$ cat config.mk
export PLATFORM = sky130hd
export DESIGN_NAME = cfp_ram
export DESIGN_NICKNAME = d
export VERILOG_FILES = /design/src/rtl/core/cfp_ram.sv
export SDC_FILE = /design/constraint.sdc
export NUM_CORES = 2
export LEC_CHECK = 0
export BUFFER_PORTS_ARGS = -buffer_cell sky130_fd_sc_hd__buf_2
export CAP_MARGIN = 30
export CORE_ASPECT_RATIO = 1.25
export CORE_UTILIZATION = 60
export CTS_BUF_LIST = sky130_fd_sc_hd__clkbuf_2 sky130_fd_sc_hd__clkbuf_4 sky130_fd_sc_hd__clkbuf_8
export DETAILED_ROUTE_END_ITERATION = 10
export MAX_ROUTING_LAYER = met4
export PLACE_DENSITY_LB_ADDON = 0.12
export SYNTH_ARGS = -nofsm -noshare
export SYNTH_HDL_FRONTEND = slang
export SYNTH_SLANG_ARGS = --single-unit
$ cat constraint.sdc
create_clock -name clk -period 3.8 [get_ports clk]
set_input_delay 0.38 -clock clk [delete_from_list [all_inputs] [get_ports clk]]
set_output_delay 0.38 -clock clk [all_outputs]
set_load 0.02 [all_outputs]
$ cat src/rtl/core/cfp_ram.sv
// ----------------------------------------------------------------------------
// cfp_ram: generic single-port RAM
// One write or one read per cycle, read data registered.
// ----------------------------------------------------------------------------
`default_nettype none
module cfp_ram #(
    parameter int WIDTH = 16,
    parameter int DEPTH = 256
) (
    input  wire logic                     clk,
    input  wire logic                     we,
    input  wire logic [$clog2(DEPTH)-1:0] addr,
    input  wire logic [WIDTH-1:0]         wdata,
    output logic      [WIDTH-1:0]         rdata
);

    logic [WIDTH-1:0] mem [DEPTH];

    // Write or read one entry
    always_ff @(posedge clk)
    begin
        if (we)
        begin
            mem[addr] <= wdata;
        end
        rdata <= mem[addr];
    end

endmodule
`default_nettype wire

# Word-level counts from Yosys, hierarchy flattened
# Memories as Yosys holds them, arrays and structs flattened. A register that Yosys moved wholly into a read port is not among the register bits.
# Cells that the tools add are included.
[totals]
ff_bits = 0
latch_bits = 0
ramBits = 4096
romBits = 0
in_bits = 26
out_inout_bits = 16
elab_cells = 3
mem_count = 1
[mem_list]
columns = ["memory", "words", "width", "read_ports", "rd_ports_with_merged_regs", "write_ports", "line_no", "rtl"]
rows = [
  ["mem", 256, 16, 1, 1, 1, "17", "logic [WIDTH-1:0] mem [DEPTH];"],
]
[op_classes]
n_addsub = 0
mul = 0
div = 0
n_lt_le_gt_ge = 0
eq_ne = 0
n_shift = 0
muxes = 2
bitwise_logic = 0
reduce_logical = 0
[ops]
columns = ["cell", "count"]
rows = [
  ["$mux W1", 2],
]

# Logic depth before layout (Yosys ltp)
[logic_depth]
word_depth = 2
ltp_mapped = 10
ltp_nobuf = 5

# Worst setup path after synthesis
# Ideal clock, no wire load.
[synth_timing]
path_kind = "in2reg"
startpoint = "in addr[0]"
endpoint = "mem mem[145][0], enable pin"
setup_time_ps = 409
arrival_time_ps = 2669
t_required_ps = 3391
path_slack_ps = 722
stages = 7
n_path_buf = 5
path_cell_list = "clkbuf_1 buf_6 clkbuf_1 buf_2 nand2b_1 clkbuf_1 nor3_1"
[synth_rtl]
columns = ["item", "line_no", "rtl"]
rows = [
  ["start, declared", "12", "input wire logic [$clog2(DEPTH)-1:0] addr,"],
  ["end, declared", "17", ""],
]
# Straight into the memory's write port.

==> reports/results.ini <==
[status]
status=finished clean

[synth]
syn_area_mm2=0.155
yosysWarnings=0
ys_seq_elements=4112
yosysTopAreaCell=edfxtp_1
synthTopCellsByArea=edfxtp_1 (79%), mux4_2 (15%), a22oi_1 (2.5%)
synthCells=6727
ys_types=22
seq_area_frac_synth_pct=79.4
synth_nets=6753
syn_avg_cell_area_um2=23.1
synth_top_area_share_pct=79.1

[grt]
grt_first_pass_wirelength_um=573000
grt_max_degree=136
grt_overflow=0
grt_pass1_vias=77900
grtUsageTotal_pct=32.4
antenna_found_initial=17

[placed_design]
io_buffers=41
dpl.cell_count=10400
dp_hpwl_um=245000
gp_congestion=0.908

[route]
antenna_left=0
post_drt_wl_per_cell_um=35.3
wirelength_um=406000
vias_per_cell=6.73
drt-initial-drc-count=10200
drc_errors=0
dr.pass1.iters=5
dr_total_vias=77400

[sta]
fmax_mhz=345
rsz0062_at_grt=false
hold_viol=0
setup_viol=0
fin_crit_sh_pct=76.3
layout_min_cycle_time_ps=2900
worstMarginPinSlew_ps=1320
clock_skew_ps=56.0
slew_violations=0
relSlewSlack_pct=12.2

[hold_path]
min_delay_path_depth=4
min_path_type=primary input to register
min_to=mem[116][15]
hold_start=we

[floorplan]
die_y_um=571
die_area_mm2=0.261
core_area_mm2=0.257
start_util_pct=60.4
io-pin-count=42
rows=208
die_x_um=457

[finish]
syn_to_final_growth_pct=13.6
layout-drive-gt1-share_pct=33.9
final.fill_count=15700
fin_cells=11500
nets=7698

[setup_path]
reg2reg_depth=6
cp_max_fo=1
cp.required_ps=4710
r2r-start=mem[107][12]
arrival_ps=3800
worst-setup-path-type=register to register
timing.rr.end=rdata[12]
reg2reg_slack_ps=900
cp-start-kind=register
path_cells=mux4_2 > a22oi_1 > a21oi_1 > o41ai_2 > buf_4 > nand4_1
critPathSlowestCell=o41ai_2
max_stage_delay_ps=640
cp-end-kind=register

[clock_tree]
root_buffer=clkbuf_8
clock-sinks=4112
cts_made_buffers=615
path_clk_slew_ps=70
cts_buffer_depth=4
cts_tree=yes
htreeDepth=6
insertion_delay_ps=1090
cts_resized=0

[power]
power_mw=89.2
p_leak_nw=55.5
ir_worst_vdd_v=0.000419
powerDensity_mw_per_mm2=505

[flow_run]
cap_violations=0

synth_stat cells:
| cell type | n |
|---|---|
| edfxtp_1 | 4096 |
| mux4_2 | 1024 |
| a22oi_1 | 512 |
| a21oi_1 | 256 |
| clkbuf_1 | 249 |
| nor2_1 | 232 |
| buf_2 | 76 |
| o41ai_1 | 64 |
| buf_1 | 54 |
| nor3_1 | 30 |
| nand2_1 | 28 |
| buf_6 | 25 |
| buf_4 | 16 |
| dfxtp_1 | 16 |
| nand4_1 | 16 |
| nand3_1 | 13 |
| nor2b_1 | 7 |
| nand2b_1 | 6 |
| and2_1 | 3 |
| or2_2 | 2 |
| inv_1 | 1 |
| or3_1 | 1 |
timing repair:
action                    4_1_cts  5_1_grt
hold buffers                   19        0
hold endpoints to repair     1305        0
buffers inserted                0        0
report_power, final:
| part | switching [mW] | internal, mW |
|---|---|---|
| logic | 2.94 | 1.62 |
| registers | 0.0866 | 50.0 |
| clock network | 16.4 | 18.2 |
through the flow:
| step | utilization, % | instance area [µm²] | hold WS (ps) | setup WS [ps] | setup TNS, ps |
|---|---|---|---|---|---|
| after floorplan | - | 155000 | 479 | 722 | 0 |
| after global placement | 64.1 | 165000 | 860 | -182 | -480 |
| after detailed placement | 64.1 | 165000 | 865 | -226 | -515 |
| after CTS | 68.7 | 177000 | 29.8 | 920 | 0 |
| after global routing | 68.7 | 177000 | 95.2 | 900 | 0 |
| final | 68.7 | 177000 | 140 | 901 | 0 |
worst max-delay path, delay by kind of cell, from the launching register on:
kind,cells,cell delay (ps)
AOI/OAI and AO/OA,3,1550
muxes,1,480
DFF,1,360
buffers and inverters,1,230
and+or+nand+nor,1,100
worst max-delay path by stage:
stage                             from     endpoint  slack [ps]  depth (start not counted)
after floorplan                addr[0]  mem[145][0]         720                          7
after global placement         addr[0]    rdata[11]        -180                          8
after detailed placement       addr[0]    rdata[11]        -230                          8
after CTS                      addr[0]    rdata[11]         920                          8
after global routing        mem[95][3]     rdata[3]         900                          6
final                     mem[107][12]    rdata[12]         900                          6
cells in the final DEF (no fill, tap or decap), types with 4 or more instances in the layout:
master         Yosys  layout
nand2_2            0       7
buf_4             16     591
nand2_1           28      20
buf_12             0      96
clkinv_1           0     143
nand3_1           13       5
dfxtp_1           16      16
diode_2            0      14
a22oi_1          512     512
nor2_2             0      14
edfxtp_1        4096    4096
bufinv_16          0      11
nand2b_1           6       4
nor2_1           232     217
clkinv_2           0      54
nand3_2            0       8
clkbuf_8           0     641
clkbuf_4           0     193
mux4_2          1024    1024
nor3_2             0      30
nand4_1           16      16
a21oi_1          256     256
o41ai_1           64      54
clkinvlp_4         0      15
o41ai_2            0      10
dlygate4sd3_1      0      19
buf_8              0      17
buf_2             76      23
kinds of logic after synthesis:
group	Yosys count	synth area share (%)
compound gates	832	3.66
buf+inv	421	1.24
flops	4112	79.4
mux	1024	14.8
simple gates	338	0.907
registers in the layout, summed over array words and instances (netlist names):
name,flops
mem,4096
rdata,16
per-layer routing:
metal | part of all wire (%) | GRT usage (%)
met4 | 4.6 | 13.5
met2 | 48 | 49.0
met5 | 0 | -
met3 | 11 | 6.88
met1 | 37 | 43.4
cell type report:
class                      instances  area [µm²]  share of cell area, %
sequential                      4112      123000                   69.8
multi-input combinational       2194       30500                   17.3
clock buffer                     834       10300                   5.82
timing repair buffer             748        6930                   3.93
tap                             3360        4200                   2.38
clock inverter                   228        1300                  0.737
antenna                           14        35.0                 0.0198
inverter                           1        3.75                0.00213
Note: power is estimated with default switching activity, not from simulation.
