`src/rtl/core/cfp_pkg.sv`:
```
// ----------------------------------------------------------------------------
// cfp_pkg: shared types and constants of the crossfade player
// Source count, memory geometry, word codes, sequencer states and the
// request word of the shared divide / square-root unit.
// ----------------------------------------------------------------------------
`default_nettype none
package cfp_pkg;

    localparam int SOURCES     = 6;
    localparam int MEM_DEPTH   = 65536;
    localparam int SAMPLE_BITS = 16;
    localparam int SRC_W       = 3;
    localparam int ADDR_W      = 16;
    localparam int MEM_AW      = SRC_W + ADDR_W;
    localparam int RAM_DEPTH   = SOURCES * MEM_DEPTH;
    localparam int POS_W       = 33;
    localparam int LEN_W       = 17;
    localparam int GAIN_W      = 16;
    localparam int ACC_W       = 36;
    localparam int OUT_W       = 19;
    localparam int CFG_IDX_W   = 3;
    localparam int CFG_W       = 32;

    localparam logic [GAIN_W-1:0] UNITY_GAIN = 16'd32768;

    // Configuration register indexes
    localparam logic [CFG_IDX_W-1:0] REG_PLAYBACK = 3'd0;
    localparam logic [CFG_IDX_W-1:0] REG_USED     = 3'd1;
    localparam logic [CFG_IDX_W-1:0] REG_TIMING0  = 3'd2;

    localparam logic [CFG_W-1:0] TIMING_RESET   = 32'd131074000;
    localparam logic [10:0]      PLAYBACK_RESET = 11'd2000;

    // Word opcodes
    typedef enum logic [1:0] {
        OP_LOAD    = 2'd0,
        OP_TICK    = 2'd1,
        OP_RESTART = 2'd2,
        OP_NONE    = 2'd3
    } cfp_op_t;

    // Sequencer states
    typedef enum logic [7:0] {
        ST_IDLE = 8'b0000_0001,
        ST_GAIN = 8'b0000_0010,
        ST_FDIV = 8'b0000_0100,
        ST_SQRT = 8'b0000_1000,
        ST_INC  = 8'b0001_0000,
        ST_POS  = 8'b0010_0000,
        ST_RD   = 8'b0100_0000,
        ST_MAC  = 8'b1000_0000
    } cfp_state_t;

    // Request to the shared unit
    typedef struct packed {
        logic start;
        logic sqrt;
    } cfp_req_t;

endpackage
`default_nettype wire

```
`src/rtl/core/cfp_iter.sv`:
```
// ----------------------------------------------------------------------------
// cfp_iter: shared iterative divide / square-root unit
// Restoring division, one quotient bit per cycle, and digit-by-digit square
// root, one root bit per cycle, over one compare-and-subtract datapath.
// ----------------------------------------------------------------------------
`default_nettype none
module cfp_iter
    import cfp_pkg::*;
(
    input  wire logic        clk,
    input  wire logic        rst_n,
    input  wire cfp_req_t    req,
    input  wire logic [15:0] rem_init,
    input  wire logic [31:0] operand,
    input  wire logic [15:0] divisor,
    input  wire logic [5:0]  steps,
    output logic             done,
    output logic [31:0]      result
);

    logic [16:0] rem_reg, rem_next;
    logic [31:0] shf_reg, shf_next;
    logic [31:0] q_reg, q_next;
    logic [15:0] d_reg, d_next;
    logic [5:0]  cnt_reg, cnt_next;
    logic        sqrt_reg, sqrt_next;
    logic        busy_reg, busy_next;
    logic        done_reg, done_next;

    logic [18:0] a_op, b_op, diff;
    logic        ge;

    // Shared compare and subtract
    always_comb
    begin
        if (sqrt_reg)
        begin
            a_op = {rem_reg, shf_reg[31:30]};
            b_op = {q_reg[16:0], 2'b01};
        end
        else
        begin
            a_op = {2'b00, rem_reg[15:0], shf_reg[31]};
            b_op = {3'b000, d_reg};
        end
        ge   = (a_op >= b_op);
        diff = a_op - b_op;
    end

    // Advance one step
    always_comb
    begin
        rem_next  = rem_reg;
        shf_next  = shf_reg;
        q_next    = q_reg;
        d_next    = d_reg;
        cnt_next  = cnt_reg;
        sqrt_next = sqrt_reg;
        busy_next = busy_reg;
        done_next = 1'b0;
        if (req.start)
        begin
            rem_next  = {1'b0, rem_init};
            shf_next  = operand;
            q_next    = '0;
            d_next    = divisor;
            cnt_next  = steps;
            sqrt_next = req.sqrt;
            busy_next = 1'b1;
        end
        else if (busy_reg)
        begin
            rem_next = ge ? diff[16:0] : a_op[16:0];
            q_next   = {q_reg[30:0], ge};
            shf_next = sqrt_reg ? {shf_reg[29:0], 2'b00} : {shf_reg[30:0], 1'b0};
            cnt_next = cnt_reg - 6'd1;
            if (cnt_reg == 6'd1)
            begin
                busy_next = 1'b0;
                done_next = 1'b1;
            end
        end
    end

    always_ff @(posedge clk or negedge rst_n)
    begin
        if (!rst_n)
        begin
            busy_reg <= 1'b0;
            done_reg <= 1'b0;
        end
        else
        begin
            busy_reg <= busy_next;
            done_reg <= done_next;
        end
    end

    always_ff @(posedge clk)
    begin
        rem_reg  <= rem_next;
        shf_reg  <= shf_next;
        q_reg    <= q_next;
        d_reg    <= d_next;
        cnt_reg  <= cnt_next;
        sqrt_reg <= sqrt_next;
    end

    assign done   = done_reg;
    assign result = q_reg;

endmodule
`default_nettype wire

```
`config.mk`:
```
export PLATFORM = sky130hd
export DESIGN_NAME = cfp_iter
export DESIGN_NICKNAME = d
export VERILOG_FILES = /design/src/rtl/core/cfp_pkg.sv /design/src/rtl/core/cfp_iter.sv
export SDC_FILE = /design/constraint.sdc
export NUM_CORES = 1
export LEC_CHECK = 0
export BUFFER_PORTS_ARGS = -buffer_cell sky130_fd_sc_hd__buf_2
export CAP_MARGIN = 10
export CORE_ASPECT_RATIO = 0.6
export CORE_MARGIN = 8
export CORE_UTILIZATION = 25
export CTS_CLUSTER_SIZE = 16
export DETAILED_ROUTE_END_ITERATION = 10
export GPL_TIMING_DRIVEN = 0
export SKIP_LAST_GASP = 1
export SLEW_MARGIN = 10
export SYNTH_ARGS = -nofsm -noshare
export SYNTH_HDL_FRONTEND = slang
export SYNTH_SLANG_ARGS = --single-unit
```
`constraint.sdc`:
```
create_clock -name clk -period 3.6 [get_ports clk]
set_clock_uncertainty 0.15 [all_clocks]
set_input_delay 0.36 -clock clk [delete_from_list [all_inputs] [get_ports clk]]
set_output_delay 0.36 -clock clk [all_outputs]
set_load 0.02 [all_outputs]
```
; Yosys cells after proc, flatten, opt, wreduce, memory -nomap -nowiden
; Index checks and enable logic that the tools add are counted.
[totals]
regBits = 106
input_bits = 74
output_inout_bits = 33
wordCells = 30
[op_classes]
n_addsub = 2
magnitude_cmp = 1
eq_ne = 1
mux = 16
n_reduce_logical = 1
[ops]
columns = op, n
row1 = $mux W32, 3
row2 = $mux W19, 2
row3 = $mux W16, 2
row4 = $ge A19 B19 Y1, 1
row5 = $mux W17, 1
row6 = $sub A17 B17 Y17, 1
row7 = $mux W6, 2
row8 = $eq A6 B1 Y1 const B, 1
row9 = $mux W1, 6
row10 = $sub A6 B1 Y6 const B, 1
row11 = $reduce_bool A2 Y1, 1

; Logic depth before layout (Yosys ltp)
; Gate-level depths: netlist (run 1).
[depth]
ltp_word = 5
ltp_mapped = 15
mapped_depth_nobuf = 10

; Least setup slack after synthesis (run 1)
; OpenSTA, ideal clock, no wires.
[synth_timing]
path_kind = flip-flop to flip-flop
start = register sqrt_reg
end = register rem_reg[9] (data pin)
setup_time_ns = 0.266
arrival_ns = 2.928
required_ns = 3.184
slack_ns = 0.256
path_stages_with_launch = 15
n_path_buf = 5
synth_period_minus_slack_ns = 3.344
cell_sequence = edfxtp_1 > clkbuf_1 > clkbuf_1 > buf_1 > mux2i_1 > ha_1 > a21oi_2 > nor3b_2 > a21o_1 > o21ai_1 > or2_1 > buf_6 > buf_4 > nor3_1 > nor4_2
[synth_between]
elab_chain_cells = 5
elab_cells_between_ends = 7
classes_between = add/sub: 1 / order compare: 1 / mux: 5
[synth_lines]
columns = element, line
row1 = "start, declared", cfp_iter.sv:26  ; logic sqrt_reg, sqrt_next;
row2 = "start signal, assigned", cfp_iter.sv:106  ; sqrt_reg <= sqrt_next;
row3 = $mux W19, cfp_iter.sv:36  ; if (sqrt_reg)
row4 = $sub A17 B17 Y17 or $ge A19 B19 Y1 (tied branches), "cfp_iter.sv:47, cfp_iter.sv:46"
row5 = $mux W17 (*), cfp_iter.sv:73  ; rem_next = ge ? diff[16:0] : a_op[16:0];
row6 = $mux W16 (*), cfp_iter.sv:71  ; else if (busy_reg)
row7 = $mux W16 (*), cfp_iter.sv:61  ; if (req.start)
row8 = via rem_next[9], cfp_iter.sv:21  ; logic [16:0] rem_reg, rem_next;
row9 = "end signal, assigned", cfp_iter.sv:101  ; rem_reg <= rem_next;
row10 = "end, declared", cfp_iter.sv:21
; The timed path passes the listed nets; every way through them passes the cells marked *. The select of a mux whose other input is x is not followed.
; A chain may end at the register's enable or synchronous reset.

; Final worst setup path (run 1)
[layout_timing]
start = register sqrt_reg
end = register rem_reg[14] (data pin)
; Same word-level chain as after synthesis.

==> results of run 1 <==
## placed cells by master (no fill, tap or decap), types with 3 or more instances in the layout
| cell | synthesis | routed |
|---|---|---|
| and2_1 | 5 | 5 |
| a21oi_1 | 20 | 19 |
| dfxtp_1 | 33 | 33 |
| o21ai_0 | 49 | 49 |
| edfxtp_1 | 71 | 71 |
| buf_2 | 8 | 113 |
| buf_6 | 2 | 4 |
| buf_4 | 2 | 8 |
| clkbuf_1 | 16 | 13 |
| mux2i_1 | 87 | 86 |
| buf_1 | 5 | 4 |
| dlygate4sd3_1 | 0 | 4 |
| nor2b_1 | 4 | 4 |
| xor2_1 | 7 | 7 |
| clkbuf_16 | 0 | 10 |
| o21ai_1 | 11 | 11 |
| a21o_1 | 6 | 6 |
| nand2b_1 | 3 | 3 |
| nor3_1 | 4 | 4 |
| inv_1 | 13 | 12 |
| nor2_1 | 47 | 47 |
| xnor2_1 | 10 | 10 |
| ha_1 | 21 | 19 |
| mux2_2 | 16 | 16 |
| nand2_1 | 56 | 56 |
| inv_4 | 0 | 3 |
| o21a_1 | 4 | 4 |
| nand3_1 | 3 | 3 |
## what timing repair did
item | 4_1_cts | 5_1_grt
hold buffers | 4 | 0
gates resized for setup | 7 | 12
hold endpoints to repair | 5 | 0
setup endpoints to repair | 18 | 14
setup buffers | 3 | 2
pin swaps | 0 | 3
cloned | 0 | 0
## final timing paths
path	end	slack [ps]	cells after the start	startpoint
worst max register to register	rem_reg[14]$_DFFE_PP_	160	12	sqrt_reg$_DFFE_PP_
worst max-delay path	rem_reg[14]$_DFFE_PP_	160	12	sqrt_reg$_DFFE_PP_
max in group asynchronous	busy_reg$_DFF_PN0_	3030	2	rst_n
worst min register to register	rem_reg[16]$_SDFFE_PP0P_	370	2	rem_reg[16]$_SDFFE_PP0P_
worst min-delay path	d_reg[6]$_DFFE_PP_	20	1	divisor[6]
min in group asynchronous	done$_DFF_PN0_	160	2	rst_n
## per-layer routing
layer	GRT usage (%)	share of wire [%]	wire length, microns	up-vias
li1	-	-	-	2213
met1	17.5	53	8790	2109
met2	15.1	39	6360	111
met3	3.75	7.2	1180	11
met4	2.09	0.68	112	0
met5	0	0	0	-
## final cells by class
| cell class | instances | area, sq um |
|---|---|---|
| plain buffers | 32 | 180 |
| flip-flops and latches | 106 | 2840 |
| inverters | 13 | 48.8 |
| fillers | 2385 | 15800 |
| repair buffers | 116 | 628 |
| multi-input cells | 394 | 2860 |
| well taps | 315 | 394 |
| clock buffers | 10 | 250 |
| clock inverters | 6 | 41.3 |
## cell families after synthesis
group / share of synthesized area [%]
fa+ha+maj: 4.81
mux: 18.2
compound gates: 10.9
xor+xnor: 2.54
flops: 48.4
simple gates: 11.7
buf+inv: 3.49
## critical path, cell delays in order, from the launching register on
cell,delay (ps)
edfxtp_1,450
clkbuf_8,220
buf_6,180
or2_2,330
ha_1,220
fa_1,410
nand2b_1,190
a21o_1,210
a31oi_4,240
a31oi_2,160
a21oi_2,160
xnor2_1,150
o311ai_1,100
## power by group through the flow
| stage | Sequential [mW] | Combinational (mW) | Clock [mW] |
|---|---|---|---|
| final | 1.66 | 2.22 | 1.00 |
| after global routing | 1.69 | 2.45 | 1.09 |
| after CTS | 1.65 | 2.14 | 1.04 |
| after detailed placement | 1.68 | 2.11 | 0 |
| after global placement | 1.68 | 2.10 | 0 |
| after floorplan | 1.65 | 1.63 | 0 |
## per-stage QoR
stage          std cells  total power [mW]  TNS [ps]
6_report             992              4.89         0
3_5_place_dp         968              3.79    -11380
2_1_floorplan        546              3.28         0
5_1_grt              992              5.23         0
4_1_cts              990              4.84         0
3_3_place_gp         967              3.77    -43590
==> metrics.yaml, run 1 <==
power:
  p_sw_share_pct: 37.5
  switchingPower_mw: 1.83
  p_per_area_nw_per_um2: 674
  intPower_mw: 3.05
  p_leak_nw: 3.26
  comb_power_share_pct: 45.5
  clkPwrFrac_pct: 20.5
  seq_power_share_pct: 34.0
  ir_worst_vdd_mv: 0.315
synthesis:
  synthCells: 546
  synth_cell_types: 60
  synthArstFlopShare_pct: 1.89
  syn_area_sq_um: 5870
  synth_top_area_share_pct: 36.3
  synth_top_area_cell: "edfxtp_1"
  post-synth-top-count-cell: "mux2i_1"
  yosysSeqAreaShare_pct: 48.4
  ys.flop_type: "edfxtp_1"
  synth_area_leaders: "edfxtp_1 (36%), mux2i_1 (15%), dfxtp_1 (11%)"
  yosys-top-cells-count: "mux2i_1 (87), edfxtp_1 (71), nand2_1 (56)"
  synth_edf_count: 71
  synth_fp_nets: 642
  syn_area_per_cell_sq_um: 10.8
  synth_warnings: 0
  synth_seq_cells: 106
worst_setup_path:
  crit_path_start_kind: "flop"
  path_class: "flop to flop"
  critPathRequiredTime_ps: 3550
  worst-endpoint-arrival_ps: 3390
  path_max_fanout: 10
  end_kind: "flop"
place:
  globalplace.congestion: 0.851
  hpwl_mm: 12.7
  pre_cts_ws_ps: -752
  post_dp_cell_area_sq_um: 6820
  io_buffers: 106
sta:
  setup_slack_ps: 161
  final_min_period_over_clock_period_pct: 95.5
  hold_viol_final: 0
  worst_hold_slack_ps: 20.5
  worstMarginPinSlew_ps: 801
  setup_viol_count_final: 0
  period_needed_ps: 3440
  slew-limit-headroom_pct: 46.6
  slew_violations: 0
  max_freq_mhz: 291
  grt_setup_unrepaired: "no"
detailed_routing:
  first_pass_iters: 5
  wl_mm: 16.4
  viasPerCell: 4.48
  wl_per_cell_microns: 16.6
  drc: 0
  vias: 4444
  drtIter0Drc: 303
  antenna_left: 0
grt:
  grt_pass1_vias: 4414
  antenna_found_initial: 0
  overflow: 0
  grt_usage_pct: 11.4
  grt_max_degree: 35
  grt_pass1_wl_mm: 25.2
cells_and_area:
  antenna_cells: 0
  fin_util_pct: 31.4
  area_growth_pct: 23.3
  nNetsFinal: 768
  drive_gt1_share_pct: 26.9
  fin_area_sq_um: 7240
floorplanning:
  start_util_pct: 25.4
  num_io_pins: 107
  die_w_microns: 214
  core.rowCount: 43
  core_sq_um: 23100
  die_area_sq_um: 28800
  die_h_microns: 135
clock_network:
  clkSinkCount: 106
  root_buffer: "clkbuf_16"
  cts.htree.levels: 3
  cts_tree: "yes"
  clk_pin_slew_ps: 80
  clk_path_buf_depth: 2
  clock_latency_ps: 370
  numCtsBuffers: 9
run_status:
  status: "finished, final reports clean"
flow_run:
  max_cap_viol_count: 0
hold_path:
  hold_path_class: "primary input to flop"
Note: power is estimated with default switching activity, not from simulation.
==> inputs of run 2 (changes only) <==
--- a/config.mk
+++ b/config.mk
@@ -8,11 +8,11 @@
 export BUFFER_PORTS_ARGS = -buffer_cell sky130_fd_sc_hd__buf_2
 export CAP_MARGIN = 10
 export CORE_ASPECT_RATIO = 0.6
-export CORE_MARGIN = 8
-export CORE_UTILIZATION = 25
+export CORE_UTILIZATION = 51
 export CTS_CLUSTER_SIZE = 16
 export DETAILED_ROUTE_END_ITERATION = 10
 export GPL_TIMING_DRIVEN = 0
+export PLACE_DENSITY = 0.77
 export SKIP_LAST_GASP = 1
 export SLEW_MARGIN = 10
 export SYNTH_ARGS = -nofsm -noshare
==> run 2 against run 1 <==
Against the previous run: non-clock buffer count fell by 4; final cell count down 18%; setup slack got worse by 44 ps; critical path depth unchanged; utilization up 33 points; sequential share of layout area rose by 1.6 points; sequential cell count unchanged; combinational power barely moved; cell area is 4.0% lower; largest power group unchanged.
==> metrics.yaml, run 2 (synthesis gave the netlist of run 1 again) <==
grt:
  grt_pass1_vias: 4431
  overflow: 0
  grt_usage_pct: 24.4
  grt_pass1_wl_mm: 22.3
  grt-busiest-layer: "met2"
  antenna_found_initial: 0
  use_met1_pct: 34.5
  grt_use_met2_pct: 38.0
  met3_usage_pct: 5.70
  grt_max_degree: 35
clock_network:
  numCtsBuffers: 9
  cts.htree.levels: 3
  clk_path_buf_depth: 2
  clkSinkCount: 106
  clk_pin_slew_ps: 70
  cts_tree: "yes"
  clock_latency_ps: 360
  root_buffer: "clkbuf_16"
sta:
  slew_violations: 0
  final_min_period_over_clock_period_pct: 96.7
  slew-limit-headroom_pct: 48.1
  max_freq_mhz: 287
  setup_viol_count_final: 0
  period_needed_ps: 3480
  finalSetupTns_ps: 0
  hold_viol_final: 0
  worstMarginPinSlew_ps: 779
worst_setup_path:
  path_max_fanout: 10
  reg2reg_depth: 12
  path_delay_family: "compound AO/OA/AOI/OAI gates"
  cp_slowest_cell: "edfxtp_1"
  path_class: "flop to flop"
  path_buf_inv: 2
  crit_path_start_kind: "flop"
  critPathRequiredTime_ps: 3600
  crit_cells: 12
  crit_chain: "clkbuf_8 -> buf_4 -> or2_2 -> ha_1 -> fa_1 -> nand2b_1 -> a21o_1 -> a31oi_4 -> a31oi_2 -> a21oi_2 -> xnor2_1 -> o311ai_1"
  end_kind: "flop"
  max_stage_delay_ps: 480
  worst-endpoint-arrival_ps: 3490
hold_path:
  whs_path_depth: 1
  hold_path_class: "primary input to flop"
floorplanning:
  die_h_microns: 85.1
  start_util_pct: 54.0
  core_sq_um: 10900
  core.rowCount: 29
  num_io_pins: 107
  die_area_sq_um: 12000
  die_w_microns: 141
power:
  p_per_area_nw_per_um2: 695
  p_leak_nw: 3.23
  total_power_mw: 4.84
  ir_worst_vdd_mv: 0.394
cells_and_area:
  area_growth_pct: 18.4
  final_cell_mix: "buf_2 (113), mux2i_1 (86), edfxtp_1 (71)"
  final_common_cell: "buf_2"
  fin_area_sq_um: 6960
  nNetsFinal: 764
  multi_input_area_sq_um: 2840
  fillers: 895
  antenna_cells: 0
  drive_gt1_share_pct: 26.3
  regArea_sq_um: 2840
place:
  io_buffers: 106
  post_dp_cell_area_sq_um: 6600
  hpwl_mm: 10.5
  globalplace.congestion: 0.862
detailed_routing:
  drc: 0
  viasPerCell: 5.58
  vias: 4534
  wl_per_cell_microns: 17.3
  wl_mm: 14.1
  first_pass_iters: 5
  antenna_left: 0
  drtIter0Drc: 282
run_status:
  status: "finished, final reports clean"
flow_run:
  max_cap_viol_count: 0
-- run 2: changes by cell type in the layout (fill, tap and decap cells not counted), sizes merged --
cell	delta
clkinv	+1
inv	-2
dlygate4sd3	-3
buf	-1
clkbuf	+1
-- run 2: area by class of cell --
type                       instances  area share (%)
clock buffer                      11            3.65
sequential                       106            40.9
multi-input combinational        394            40.8
inverter                          13           0.701
clock inverter                     5           0.504
buffer                            32            2.48
tap                              139            2.50
timing repair buffer             112            8.49
-- run 2: repair_timing --
| item | 4_1_cts | 5_1_grt |
|---|---|---|
| resized for setup | 8 | 4 |
| hold buffers | 1 | 0 |
| hold endpoints to repair | 2 | 0 |
| endpoints found under the setup margin | 18 | 14 |
| setup buffers | 1 | 3 |
| pin swaps | 1 | 3 |
-- run 2: stage by stage --
stage	util (%)	worst slack (ps)	std cells	hold WS [ps]
2_1_floorplan	-	256	546	-85.6
3_3_place_gp	60.4	-504	791	2.49
3_5_place_dp	60.6	-595	792	8.02
4_1_cts	63.6	34.8	809	20.0
5_1_grt	63.9	-13.9	812	21.8
6_report	63.9	118	812	29.9
-- run 2: path summary, 6_finish.rpt --
| check | from | endpoint | slack [ps] |
|---|---|---|---|
| min reg2reg | result[25]$_SDFFE_PP0P_ | result[25]$_SDFFE_PP0P_ | 370 |
| min in group asynchronous | rst_n | busy_reg$_DFF_PN0_ | 160 |
| max reg2reg | sqrt_reg$_DFFE_PP_ | rem_reg[14]$_DFFE_PP_ | 120 |
| max in group asynchronous | rst_n | done$_DFF_PN0_ | 3030 |
| min | divisor[13] | d_reg[13]$_DFFE_PP_ | 30 |
| max | sqrt_reg$_DFFE_PP_ | rem_reg[14]$_DFFE_PP_ | 120 |
-- run 2: routing by layer --
metal  vias to the layer above  part of all wire, %
met3                        20                  6.6
met5                         -                    0
li1                       2222                    -
met1                      2147                   48
met4                         0                  1.5
met2                       145                   44
-- run 2: power breakdown --
part	internal, mW	switching (mW)
Combinational	0.982	1.24
Sequential	1.54	0.114
Clock	0.515	0.446
Total	3.04	1.79
==> inputs of run 3 (changes only) <==
--- a/config.mk
+++ b/config.mk
@@ -5,6 +5,7 @@
 export SDC_FILE = /design/constraint.sdc
 export NUM_CORES = 1
 export LEC_CHECK = 0
+export ABC_AREA = 1
 export BUFFER_PORTS_ARGS = -buffer_cell sky130_fd_sc_hd__buf_2
 export CAP_MARGIN = 10
 export CORE_ASPECT_RATIO = 0.6
@@ -14,7 +15,7 @@
 export GPL_TIMING_DRIVEN = 0
 export PLACE_DENSITY = 0.77
 export SKIP_LAST_GASP = 1
-export SLEW_MARGIN = 10
+export SLEW_MARGIN = 5
 export SYNTH_ARGS = -nofsm -noshare
 export SYNTH_HDL_FRONTEND = slang
 export SYNTH_SLANG_ARGS = --single-unit
==> run 3 against run 2 <==
Against the previous run: wire length rose by 15%; largest cell class unchanged; via count rose by 21%; critical path depth rose by 3; critical path type unchanged; cell area rose by 2.6%; combinational power is 10% lower; largest power group unchanged.
==> metrics.yaml, run 3 <==
worst_setup_path:
  r2r_slack_ps: 170
  worst_r2r_endpoint: "rem_reg[13]$_DFFE_PP_"
  crit_cells: 15
  crit_path_start_kind: "flop"
  crit_path_end: "rem_reg[13]$_DFFE_PP_"
  r2r-start: "sqrt_reg$_DFFE_PP_"
  cp_slowest_cell: "edfxtp_1"
  end_kind: "flop"
  path_delay_family: "buffers and inverters"
  path_max_fanout: 11
  path_class: "flop to flop"
  crit_chain: "buf_4 -> clkinvlp_4 -> buf_4 -> or2_2 -> o21ai_0 -> inv_1 -> ha_1 -> nand2_1 -> o21ai_2 -> nand3_2 -> nand4_4 -> buf_6 -> nand3_1 -> o211ai_1 -> nand2_1"
  critPathRequiredTime_ps: 3550
  worst-endpoint-arrival_ps: 3380
  max_stage_delay_ps: 330
  cp-startpoint: "sqrt_reg$_DFFE_PP_"
  path_buf_inv: 5
  reg2reg_depth: 15
place:
  globalplace.congestion: 0.917
  dp_cells: 1019
  post_dp_cell_area_sq_um: 6760
  io_buffers: 106
  pre_cts_ws_ps: -365
  hpwl_mm: 11.8
cells_and_area:
  regArea_sq_um: 2840
  fillers: 1010
  instances_no_fill: 1040
  fin_area_sq_um: 7130
  fin_util_pct: 62.7
  final_cell_mix: "nand2_1 (174), nor2_1 (115), buf_2 (109)"
  area_growth_pct: 18.9
  multi_input_area_sq_um: 2780
  nNetsFinal: 970
  final_common_cell: "nand2_1"
  drive_gt1_share_pct: 19.5
synthesis:
  syn_area_sq_um: 6000
  synth_edf_count: 71
  synth_top_area_cell: "edfxtp_1"
  ys.flop_type: "edfxtp_1"
  synthArstFlopShare_pct: 1.89
  synth_warnings: 0
  yosysSeqAreaShare_pct: 47.4
  synth_top_area_share_pct: 35.5
  synth_cell_types: 39
  synth_seq_cells: 106
  yosys-top-cells-count: "nand2_1 (175), nor2_1 (115), a21oi_1 (83)"
  synthCells: 752
  syn_area_per_cell_sq_um: 7.98
  post-synth-top-count-cell: "nand2_1"
  synth_area_leaders: "edfxtp_1 (36%), dfxtp_1 (11%), nand2_1 (11%)"
  synth_fp_nets: 848
sta:
  worst_hold_slack_ps: 23.9
  max_freq_mhz: 291
  slew-limit-headroom_pct: 50.6
  grt_setup_unrepaired: "no"
  setup_viol_count_final: 0
  finalSetupTns_ps: 0
  period_needed_ps: 3430
  final_min_period_over_clock_period_pct: 95.3
  setup_slack_ps: 169
  hold_viol_final: 0
  worstMarginPinSlew_ps: 740
  slew_violations: 0
power:
  comb_power_share_pct: 42.9
  ir_worst_vdd_mv: 0.336
  intPower_mw: 2.79
  p_sw_share_pct: 39.9
  clkPwrFrac_pct: 21.9
  p_leak_nw: 3.31
  seq_power_share_pct: 35.2
  p_per_area_nw_per_um2: 650
  total_power_mw: 4.64
  switchingPower_mw: 1.85
floorplanning:
  die_w_microns: 142
  core.rowCount: 30
  start_util_pct: 52.8
  core_sq_um: 11400
  num_io_pins: 107
  die_h_microns: 86.0
  die_area_sq_um: 12200
detailed_routing:
  drtIter0Drc: 524
  wl_mm: 16.2
  first_pass_iters: 6
  viasPerCell: 5.26
  vias: 5469
  antenna_left: 0
  wl_per_cell_microns: 15.5
  drc: 0
grt:
  antenna_found_initial: 1
  grt_usage_pct: 27.3
  grt_pass1_wl_mm: 25.3
  overflow: 0
  grt_max_degree: 32
  grt_pass1_vias: 4957
clock_network:
  cts.htree.levels: 3
  cts_tree: "yes"
  clock_latency_ps: 360
  root_buffer: "clkbuf_16"
  clk_pin_slew_ps: 80
  clk_path_buf_depth: 2
  numCtsBuffers: 9
  clkSinkCount: 106
run_status:
  status: "finished, final reports clean"
flow_run:
  max_cap_viol_count: 0
hold_path:
  hold_path_class: "primary input to flop"
  hold_start: "divisor[15]"
-- run 3: kinds of logic (layout without fill, tap and decap cells) --
family                   after synthesis  in the layout  synth area share (%)
AND/OR/NAND/NOR                      341            341                  23.3
AO/OA/AOI/OAI                        154            154                  13.7
flip-flops                           106            106                  47.4
buffers and inverters                102            229                  6.73
adder cells (fa/ha/maj)               22             22                  4.71
multiplexers                          16             16                  2.67
XOR/XNOR                              11             11                  1.61
other                                  0              1                     0
-- run 3: timing repair --
action	4_1_cts	5_1_grt
buffers inserted	0	3
setup endpoints to repair	18	16
resized for setup	5	11
hold endpoints to repair	2	0
hold buffers	1	0
cloned	0	1
pin swaps	0	0
-- run 3: metal layers --
| metal | share of wire, % | GRT usage, % | vias to the layer above |
|---|---|---|---|
| li1 | - | - | 2729 |
| met1 | 48 | 41.6 | 2456 |
| met2 | 40 | 38.2 | 261 |
| met3 | 10 | 7.43 | 23 |
| met4 | 1.3 | 5.57 | 0 |
| met5 | 0 | 0 | - |
-- run 3: how the worst min path moves through the flow --
stage | endpoint | slack [ps] | cells past startpoint
final | d_reg[15]$_DFFE_PP_ | 20 | 1
after CTS | d_reg[15]$_DFFE_PP_ | 20 | 1
after detailed placement | done$_DFF_PN0_ | -2 | 1
after global routing | d_reg[15]$_DFFE_PP_ | 10 | 1
after floorplan | busy_reg$_DFF_PN0_ | -90 | 0
after global placement | busy_reg$_DFF_PN0_ | -4 | 1
-- run 3: area by class of cell --
class                   instances  area share (%)
well taps                     160            2.81
multi-input cells             544            39.0
clock buffers                  11            3.56
repair inverters                1           0.105
inverters                      65            3.47
flip-flops and latches        106            39.8
plain buffers                  36            2.37
repair buffers                111            8.17
diodes                          1          0.0351
clock inverters                 5           0.649
-- run 3: power by group through the flow --
stage	logic (mW)	registers, mW	clock network (mW)
2_1_floorplan	1.45	1.64	0
5_1_grt	2.20	1.65	1.07
6_report	1.99	1.63	1.01
4_1_cts	1.93	1.63	1.02
3_3_place_gp	1.88	1.65	0
3_5_place_dp	1.92	1.65	0
